`config.mk`:
```
export PLATFORM = sky130hd
export DESIGN_NAME = vfc_queue
export DESIGN_NICKNAME = d
export VERILOG_FILES = /design/src/rtl/vfc_pkg.sv /design/src/rtl/vfc_queue.sv
export SDC_FILE = /design/constraint.sdc
export NUM_CORES = 1
export LEC_CHECK = 0
export BUFFER_PORTS_ARGS = -buffer_cell sky130_fd_sc_hd__buf_2
export CAP_MARGIN = 5
export CORE_MARGIN = 2
export CORE_UTILIZATION = 30
export DETAILED_ROUTE_END_ITERATION = 16
export PLACE_DENSITY = 0.47
export SETUP_SLACK_MARGIN = 0.4
export SYNTH_ARGS = -nofsm -noshare
export SYNTH_HDL_FRONTEND = slang
export SYNTH_SLANG_ARGS = --single-unit
```
`constraint.sdc`:
```
create_clock -name clk -period 13 [get_ports clk]
set_input_delay 0.65 -clock clk [delete_from_list [all_inputs] [get_ports clk]]
set_output_delay 0.65 -clock clk [all_outputs]
set_load 0.05 [all_outputs]
```
`src/rtl/vfc_pkg.sv`:
```
// Shared types, register map and field widths of the view frustum corner block.
`default_nettype none
package vfc_pkg;
  localparam int unsigned FOV_W        = 16;
  localparam int unsigned DIST_W       = 20;
  localparam int unsigned ASP_W        = 16;
  localparam int unsigned VEC_W        = 16;
  localparam int unsigned POS_W        = 21;
  localparam int unsigned TAN_W        = 32;
  localparam int unsigned HALF_W       = 36;
  localparam int unsigned WIDE_W       = 40;
  localparam int unsigned CEN_W        = 21;
  localparam int unsigned IDX_W        = 4;
  localparam int unsigned CFG_IDX_W    = 3;
  localparam int unsigned CFG_DATA_W   = 63;
  localparam int unsigned IN_TDATA_W   = 56;
  localparam int unsigned OUT_TUSER_W  = 5;
  localparam int unsigned COORD_BITS_DEF = 21;
  localparam int unsigned TAN_DEPTH_DEF  = 1024;

  localparam logic [IDX_W-1:0] POINT_CENTER = 4'd0;
  localparam logic [IDX_W-1:0] POINT_LAST   = 4'd8;

  typedef enum logic [CFG_IDX_W-1:0] {
    CFG_POSITION,
    CFG_FORWARD,
    CFG_UP,
    CFG_LEFT,
    CFG_DEF_FOV,
    CFG_DEF_NEAR,
    CFG_DEF_FAR,
    CFG_ASPECT
  } cfg_index_t;

  typedef struct packed {
    logic [62:0]       position;
    logic [47:0]       forward;
    logic [47:0]       up;
    logic [47:0]       left;
    logic [FOV_W-1:0]  def_fov;
    logic [DIST_W-1:0] def_near;
    logic [DIST_W-1:0] def_far;
    logic [ASP_W-1:0]  aspect;
  } cfg_t;

  localparam cfg_t CFG_RESET = '{
    position: 63'd0,
    forward:  48'd16384,
    up:       48'd1073741824,
    left:     48'd70368744177664,
    def_fov:  16'd11520,
    def_near: 20'd26,
    def_far:  20'd25600,
    aspect:   16'd5461
  };

  typedef struct packed {
    logic              model;
    logic [CEN_W-1:0]  dist_center;
    logic [DIST_W-1:0] dist_near;
    logic [DIST_W-1:0] dist_far;
    logic [HALF_W-1:0] half_h_near;
    logic [HALF_W-1:0] half_h_far;
    logic [WIDE_W-1:0] half_w_near;
    logic [WIDE_W-1:0] half_w_far;
  } frustum_t;

  typedef struct packed {
    logic full;
    logic empty;
  } q_status_t;
endpackage
`default_nettype wire

```
`src/rtl/vfc_queue.sv`:
```
// Two-entry queue of resolved frustum requests between front and back.
`default_nettype none
module vfc_queue (
  input  logic               clk,
  input  logic               rst,
  input  logic               push,
  input  vfc_pkg::frustum_t  push_data,
  input  logic               pop,
  output vfc_pkg::frustum_t  head,
  output vfc_pkg::q_status_t status
);
  import vfc_pkg::*;

  frustum_t    mem [2];
  logic        wr_ptr, rd_ptr;
  logic [1:0]  count;

  assign head         = mem[rd_ptr];
  assign status.full  = (count == 2'd2);
  assign status.empty = (count == 2'd0);

  always_ff @(posedge clk) begin
    if (rst) begin
      wr_ptr <= 1'b0;
      rd_ptr <= 1'b0;
      count  <= 2'd0;
    end else begin
      if (push) wr_ptr <= !wr_ptr;
      if (pop) rd_ptr <= !rd_ptr;
      if (push && !pop) begin
        count <= count + 2'd1;
      end else if (pop && !push) begin
        count <= count - 2'd1;
      end
    end
  end

  always_ff @(posedge clk) begin
    if (push) mem[wr_ptr] <= push_data;
  end
endmodule
`default_nettype wire

```
* Yosys cells after proc, flatten, opt, wreduce, memory -nomap -nowiden
Memories as Yosys holds them, arrays and structs flattened. A register that Yosys moved wholly into a read port is not among the register bits.
Index checks and enable logic that the tools add are counted.
W data, S select, Z words.
** Operators by class
- Muxes and demuxes :: 6
- Reductions and logical operators :: 8
- Add/sub/neg operators :: 2
- Eq/ne operators :: 1
** Operators by type and width (number)
- $logic_not A1 Y1 :: 4
- $mux W1 :: 4
- $mux W2 :: 2
- $add A2 B1 Y2 const B :: 1
- $eq A2 B2 Y1 const B :: 1
- $logic_and A1 B1 Y1 :: 2
- $logic_not A2 Y1 :: 1
- $reduce_bool A2 Y1 :: 1
- $sub A2 B1 Y2 const B :: 1
** Storage, ports and cells
- Memories kept :: 1
- Output and inout port bits :: 216
- Word-level logic and storage cells :: 21
- Register bits :: 4
- RAM bits :: 428
- Bits of input ports :: 218
** Memories
- mem :: words 2, bits a word 214, read ports 1, clocked after Yosys merged registers in 1, wr ports 1, RTL line vfc_queue.sv:14 : frustum_t mem [2];

* Logic depth before layout (Yosys ltp)
Gate-level depths: netlist (run 1).
- Depth in word-level cells :: 4
- Depth in mapped cells :: 5
- Depth with buffers taken out :: 5

* Worst setup path before layout (run 1)
Ideal clock, no wire load.
- Kind :: input to register
- From :: in push
- To :: mem mem[0][0] (netlist name), enable pin
- Setup time :: 0.818 ns
- Stages :: 1
- Data arrival time :: 9.872 ns
- Path slack :: 2.311 ns
- Buffers on the path :: 0
- Data required time :: 12.182 ns
- Cells stage by stage :: nor2b_1
** On the way
- Longest elaborated chain between the ends :: 2
** Ends and longest elaborated chain
- from (decl) :: RTL line vfc_queue.sv:6 : input logic push,
- $mux W1 :: RTL line vfc_queue.sv:39 : if (push) mem[wr_ptr] <= push_data;
- $mux W1 (not written as such) :: RTL line vfc_queue.sv:39
- to (decl) :: RTL line vfc_queue.sv:14
No other way between the ends.

==> out/summary.txt, run 1 <==
post-synthesis compound-gate area fraction = 0.0614%
post-cts resize count = 0
total track usage = 12.3%
Synth Register Bits = 433
1st-pass router iterations = 4
Final Core Density = 38.5%
post-route ant nets = 0
H-tree levels = 2
Fin. Hold Viols = 0
Syn Inst Count = 688
post-synth top area cell = edfxtp_1
largest net degree at the start of global routing = 145
CTS tree = yes
vias in the first global route = 8282
row cnt = 85
syn_area_per_cell = 23.7 um2
top-count cell post-synth = edfxtp_1
Synth Area in Simple Gates = 0.269%
die area = 56200 um2
cell area power density = 172 nW/um2
footprint of the multi-input gates = 3120 um2
Worst Skew = 13.6 ps
Max VDD drop = 0.117 mV
total number of vias = 7932
grt total ovfl = 0
leakage power = 8.01 nW
Root Buffer = clkbuf_16
Mapped Area = 16300 um2
Core Footprint = 53800 um2
Ports = 434
Initial Utilization = 30.3%
cell total after placement = 1802
largest family of logic cells by synthesized area = multiplexers
commonest register cell after synthesis = edfxtp_1
DRT Wirelength = 35800 um
synthesis-to-layout area growth = 27.1%
Final Non-Filler Cells = 1893
DP Wirelength = 23400 um
XOR/XNOR Fraction of Synth Area = 0.215%
type of destination of the critical path = primary output
routability congestion estimate from global placement = 0.727
cts hold-fix bufs = 0
outcome = finished clean
setup bufs post-CTS = 0
final setup violation count = 0
Tightest Pin Transition = 1300 ps
CTS buffer count = 49
Clock Sinks = 433
maximum clock rate = 241 MHz
clock latency on the worst-skew pair = 560 ps
part of the cycle the worst path needs = 31.9%
DRT iter0 DRCs = 321
unrepaired setup endpoints after global routing = no
Synth top area share = 78.8%
CP Launch Type = flip-flop
crit path DAT = 3500 ps
Longest Clk Path Bufs = 3
crit-path max FO = 51
Final Critical Period = 4150 ps
synth warn = 0
Final #Nets = 1376
antenna violations before repair = 10
setup TNS = 0 ps
post-synthesis sequential area ratio = 79.4%
Worst Hold Class = in -> reg
Setup CP Type = reg -> out
layout cells sized above 1 = 60.7%
# DRC = 0
chip height = 237 um
async set-or-reset flop fraction in the synthesized netlist = 0%
worst hold slack = 273 ps
Layout fillers = 4999
Req. time, crit path = 12350 ps
first-pass GRT wire length = 51800 um
EDFF count, synth = 428
Synthesized Nets = 907
MaxCap Viol Count = 0
synth top area cells = edfxtp_1 79%, mux2_4 15%, mux2_2 3.7%, buf_6 1.3%, dfxtp_1 0.61%
routed len/inst = 18.9 um
Buffers on Ports = 433
Max-slew headroom = 13.6%
Chip Width = 237 um
Commonest cells post-synth = 428 x edfxtp_1, 160 x mux2_4, 54 x mux2_2, 19 x buf_6
Yosys cell types = 16
Final Max Tran Viols = 0
mux cell area share after synthesis = 18.5%
clk slew on worst S/H paths = 60 ps
Adder-Cell Fraction of Synth Area = 0.0767%
vias per cell = 4.19
Register Area = 13000 um2
## worst max-delay path: stages, from the launching register on
cell	delay, ps
dfxtp_4	630
buf_4	730
buf_4	880
mux2_2	410
buf_2	210
## layout by cell type (no fill, tap or decap)
cell type and count:
diode_2 5, o21ai_0 1, clkbuf_16 49, or3_1 1
dfxtp_1 4, xnor2_1 2, mux2_4 160, clkbuf_1 12
edfxtp_1 428, mux2_2 54, inv_1 1, buf_4 8
nor2b_4 1, buf_2 433, clkinv_1 10, nor2_1 5
bufinv_16 5, ha_1 1, and2_4 1, nor2b_1 1
a21oi_1 1, xor2_1 2, clkinv_2 9, dfxtp_4 1
buf_12 1, clkinvlp_4 1
## metal layers
metal | part of all wire, % | vias up | GRT usage (%) | routed length [um]
met5 | 0.24 | - | 0 | 87
met4 | 2.3 | 12 | 4.48 | 820
met3 | 8.3 | 65 | 4.97 | 2980
met2 | 51 | 234 | 21.3 | 18300
met1 | 38 | 3929 | 13.6 | 13600
li1 | - | 3692 | - | -
## cell families after synthesis
| group | after synthesis |
|---|---|
| and+or+nand+nor | 9 |
| muxes | 214 |
| AOI/OAI and AO/OA | 2 |
| DFF | 433 |
| adders and majority gates | 1 |
| buffers and inverters | 25 |
| xor gates and xnor gates | 4 |
## flip-flops by register name, summed over array words and instances (netlist names), named ones only
register	count
count	2
wr_ptr	1
mem	428
rd_ptr	1
## cell type report
cell class	count	share of cell area, %
Clock inverter	25	1.16
Clock buffer	61	6.13
Tap cell	696	4.20
Inverter	1	0.0181
Sequential cell	433	62.5
Multi-Input combinational cell	230	15.1
Timing Repair Buffer	442	10.8
Antenna cell	5	0.0604
## metrics by stage
step / setup slack, ps / instance area (um2) / power [W]
finish: 8850 / 20700 / 0.00357
global route: 8580 / 20700 / 0.00370
CTS: 8640 / 20700 / 0.00363
detailed placement: 9270 / 19200 / 0.00230
global placement: 9260 / 19200 / 0.00229
floorplan: 2310 / 16300 / 0.00217
## final timing paths
kind | endpoint | startpoint | cells after the start | slack (ps)
hold reg to reg | count[1] | count[1] | 2 | 510
hold / removal | mem[0][3] | push_data[3] | 1 | 270
setup / recovery | head[2] | flip-flop | 4 | 8850
setup reg to reg | mem[1][177] | wr_ptr | 2 | 10360
## power by group
part	total [W]	internal (W)	switching, W
clock network	0.00131	0.000786	0.000523
registers	0.00165	0.00163	0.0000219
logic	0.000602	0.000185	0.000417
total	0.00357	0.00260	0.000962
Note: power is estimated with default switching activity, not from simulation.
==> run 2: changes to the inputs <==
Clock period 13 ns to 4 ns, I/O delays scaled along.
==> run 2 against run 1 <==
Net effect: power grew to 3.2 times the previous value; worst hold slack lost 140 ps; highest routed layer unchanged; critical endpoint is now head[54]; worst setup slack lost 7500 ps; combinational power grew to 3.6 times the previous value; core utilization grew 4.1 points; register-to-register slack lost 8300 ps; cell area grew 11%.
==> out/summary.txt, run 2 (synthesized netlist as in run 1, its figures left out) <==
outcome = finished clean
Worst Skew = 13.3 ps (-0.328 ps)
routability congestion estimate from global placement = 0.721 (-0.91%)
post-route ant nets = 0 (unchanged)
most common cell after layout, fill and taps aside = buf_2
cells on worst reg2reg path = 2 (unchanged)
total track usage = 13.0% (+0.64 points)
vias per cell = 4.14 (-1.3%)
R2R Path End = mem[0][124]
pre-CTS setup slack = 1870 ps (-7400 ps)
post-cts resize count = 0 (unchanged)
Root Buffer = clkbuf_16
clock latency on the worst-skew pair = 560 ps (about the same)
CTS tree = yes
Post-Layout Inst Area = 22900 um2 (+11%)
Max-slew headroom = 42.0% (+28 points)
Initial Utilization = 30.3% (unchanged)
Hold Crit Depth = 4 (+3)
Hold Path Origin = push
Buffers on Ports = 433 (unchanged)
1st-pass router iterations = 4 (unchanged)
Worst Hold End = count[0]
crit path DAT = 2490 ps (-1010 ps)
Core Footprint = 53800 um2 (unchanged)
Worst R2R Start = wr_ptr
Req. time, crit path = 3800 ps (-8550 ps)
Chip Width = 237 um (unchanged)
# DRC = 0 (unchanged)
MaxCap Viol Count = 0 (unchanged)
Largest Register = mem
largest net degree at the start of global routing = 80 (-45%)
crit-path max FO = 79 (+55%)
DP Wirelength = 24900 um (+6.4%)
Max stage delay cell, worst path = dfxtp_4
Final Critical Period = 2690 ps
grt total ovfl = 0 (unchanged)
Setup CP Type = reg -> out
setup TNS = 0 ps (unchanged)
routed len/inst = 17.8 um (-6.0%)
Final #Nets = 1600 (+16%)
setup bufs post-CTS = 0 (unchanged)
antenna violations before repair = 2 (-8)
part of the cycle the worst path needs = 67.2%
commonest cells after routing, fill and taps aside = 433 x buf_2, 428 x edfxtp_1, 217 x dlygate4sd3_1, 160 x mux2_4, 54 x mux2_2
worst path cell trace = buf_12 > mux2_4 > buf_2
Ant. Diodes = 0 (-5)
chip height = 237 um (unchanged)
Largest register FFs = 428 (unchanged)
Final Max Tran Viols = 0 (unchanged)
first-pass GRT wire length = 55600 um (+7.2%)
biggest regs = mem: 428 flops, count: 2 flops
layout cells sized above 1 = 51.4% (-9.2 points)
DRT iter0 DRCs = 395 (+23%)
Fin. Hold Viols = 0 (unchanged)
type of destination of the critical path = primary output
Clock Sinks = 433 (unchanged)
synthesis-to-layout area growth = 40.6%
Longest Clk Path Bufs = 3 (unchanged)
leakage power = 8.93 nW (+12%)
DRT Wirelength = 37500 um (+4.9%)
Setup WS post-layout = 1310 ps (-7530 ps)
cell area power density = 505 nW/um2 (+190%)
placed cell area = 19300 um2 (+0.64%)
CTS buffer count = 48 (-2.0%)
Tightest Pin Transition = 868 ps (-428 ps)
vias in the first global route = 9375 (+13%)
die area = 56200 um2 (unchanged)
worst reg2reg setup slack = 2090 ps (-8270 ps)
clk slew on worst S/H paths = 60 ps (about the same)
Max VDD drop = 0.337 mV (+190%)
maximum clock rate = 372 MHz
Worst Hold Class = in -> reg
unrepaired setup endpoints after global routing = no
H-tree levels = 2 (unchanged)
Ports = 434 (unchanged)
CP Launch Type = flip-flop
total power = 0.0116 W (+220%)
worst hold slack = 135 ps (-138 ps)
Max stage delay on crit path = 700 ps (-180 ps)
final setup violation count = 0 (unchanged)
cts hold-fix bufs = 217 (+217)
total number of vias = 8739 (+10%)
row cnt = 85 (unchanged)
run 2: cell count changes in the layout (fill, tap and decap cells not counted), sizes merged:
cell	delta
buf	+8
clkinv	-1
clkbuf	+3
bufinv	-3
dlygate4sd3	+217
diode	-5
run 2: final cells by class:
cell class              count  area, um2
repair buffers            667       4540
multi-input cells         230       3120
clock buffers              64       1280
fillers                  4891      30900
inverters                   1       3.75
flip-flops and latches    433      13000
clock inverters            21        145
well taps                 696        871
run 2: critical path: cells and delay by family, from the launching register on:
family	cells	cell delay, ps
flip-flops	1	700
buffers and inverters	2	730
multiplexers	1	350
run 2: how the worst max path moves through the flow:
| stage | cells after the start | slack [ps] | endpoint |
|---|---|---|---|
| floorplan | 1 | 90 | mem[0][0] |
| global placement | 3 | 1880 | head[3] |
| detailed placement | 3 | 1870 | head[172] |
| CTS | 3 | 1230 | head[172] |
| global route | 3 | 1150 | head[45] |
| finish | 3 | 1310 | head[54] |
run 2: per-layer routing:
metal	up-vias	track usage, %	wire length (um)
met5	-	0	23
met4	4	4.00	881
met3	61	3.94	2410
met2	246	22.9	19300
met1	4299	15.1	14900
li1	4129	-	-
run 2: power breakdown:
group,internal [W],switching (W),total [W],leakage [nW]
clock,0.00236,0.00168,0.00404,0.697
combinational,0.000753,0.00140,0.00215,4.18
sequential,0.00530,0.0000778,0.00538,4.06
total,0.00842,0.00315,0.0116,8.93
run 2: per-stage QoR:
step | cells | util (%)
floorplan | 688 | -
global placement | 1810 | 35.9
CTS | 2112 | 42.6
detailed placement | 1810 | 35.9
global route | 2112 | 42.6
finish | 2112 | 42.6
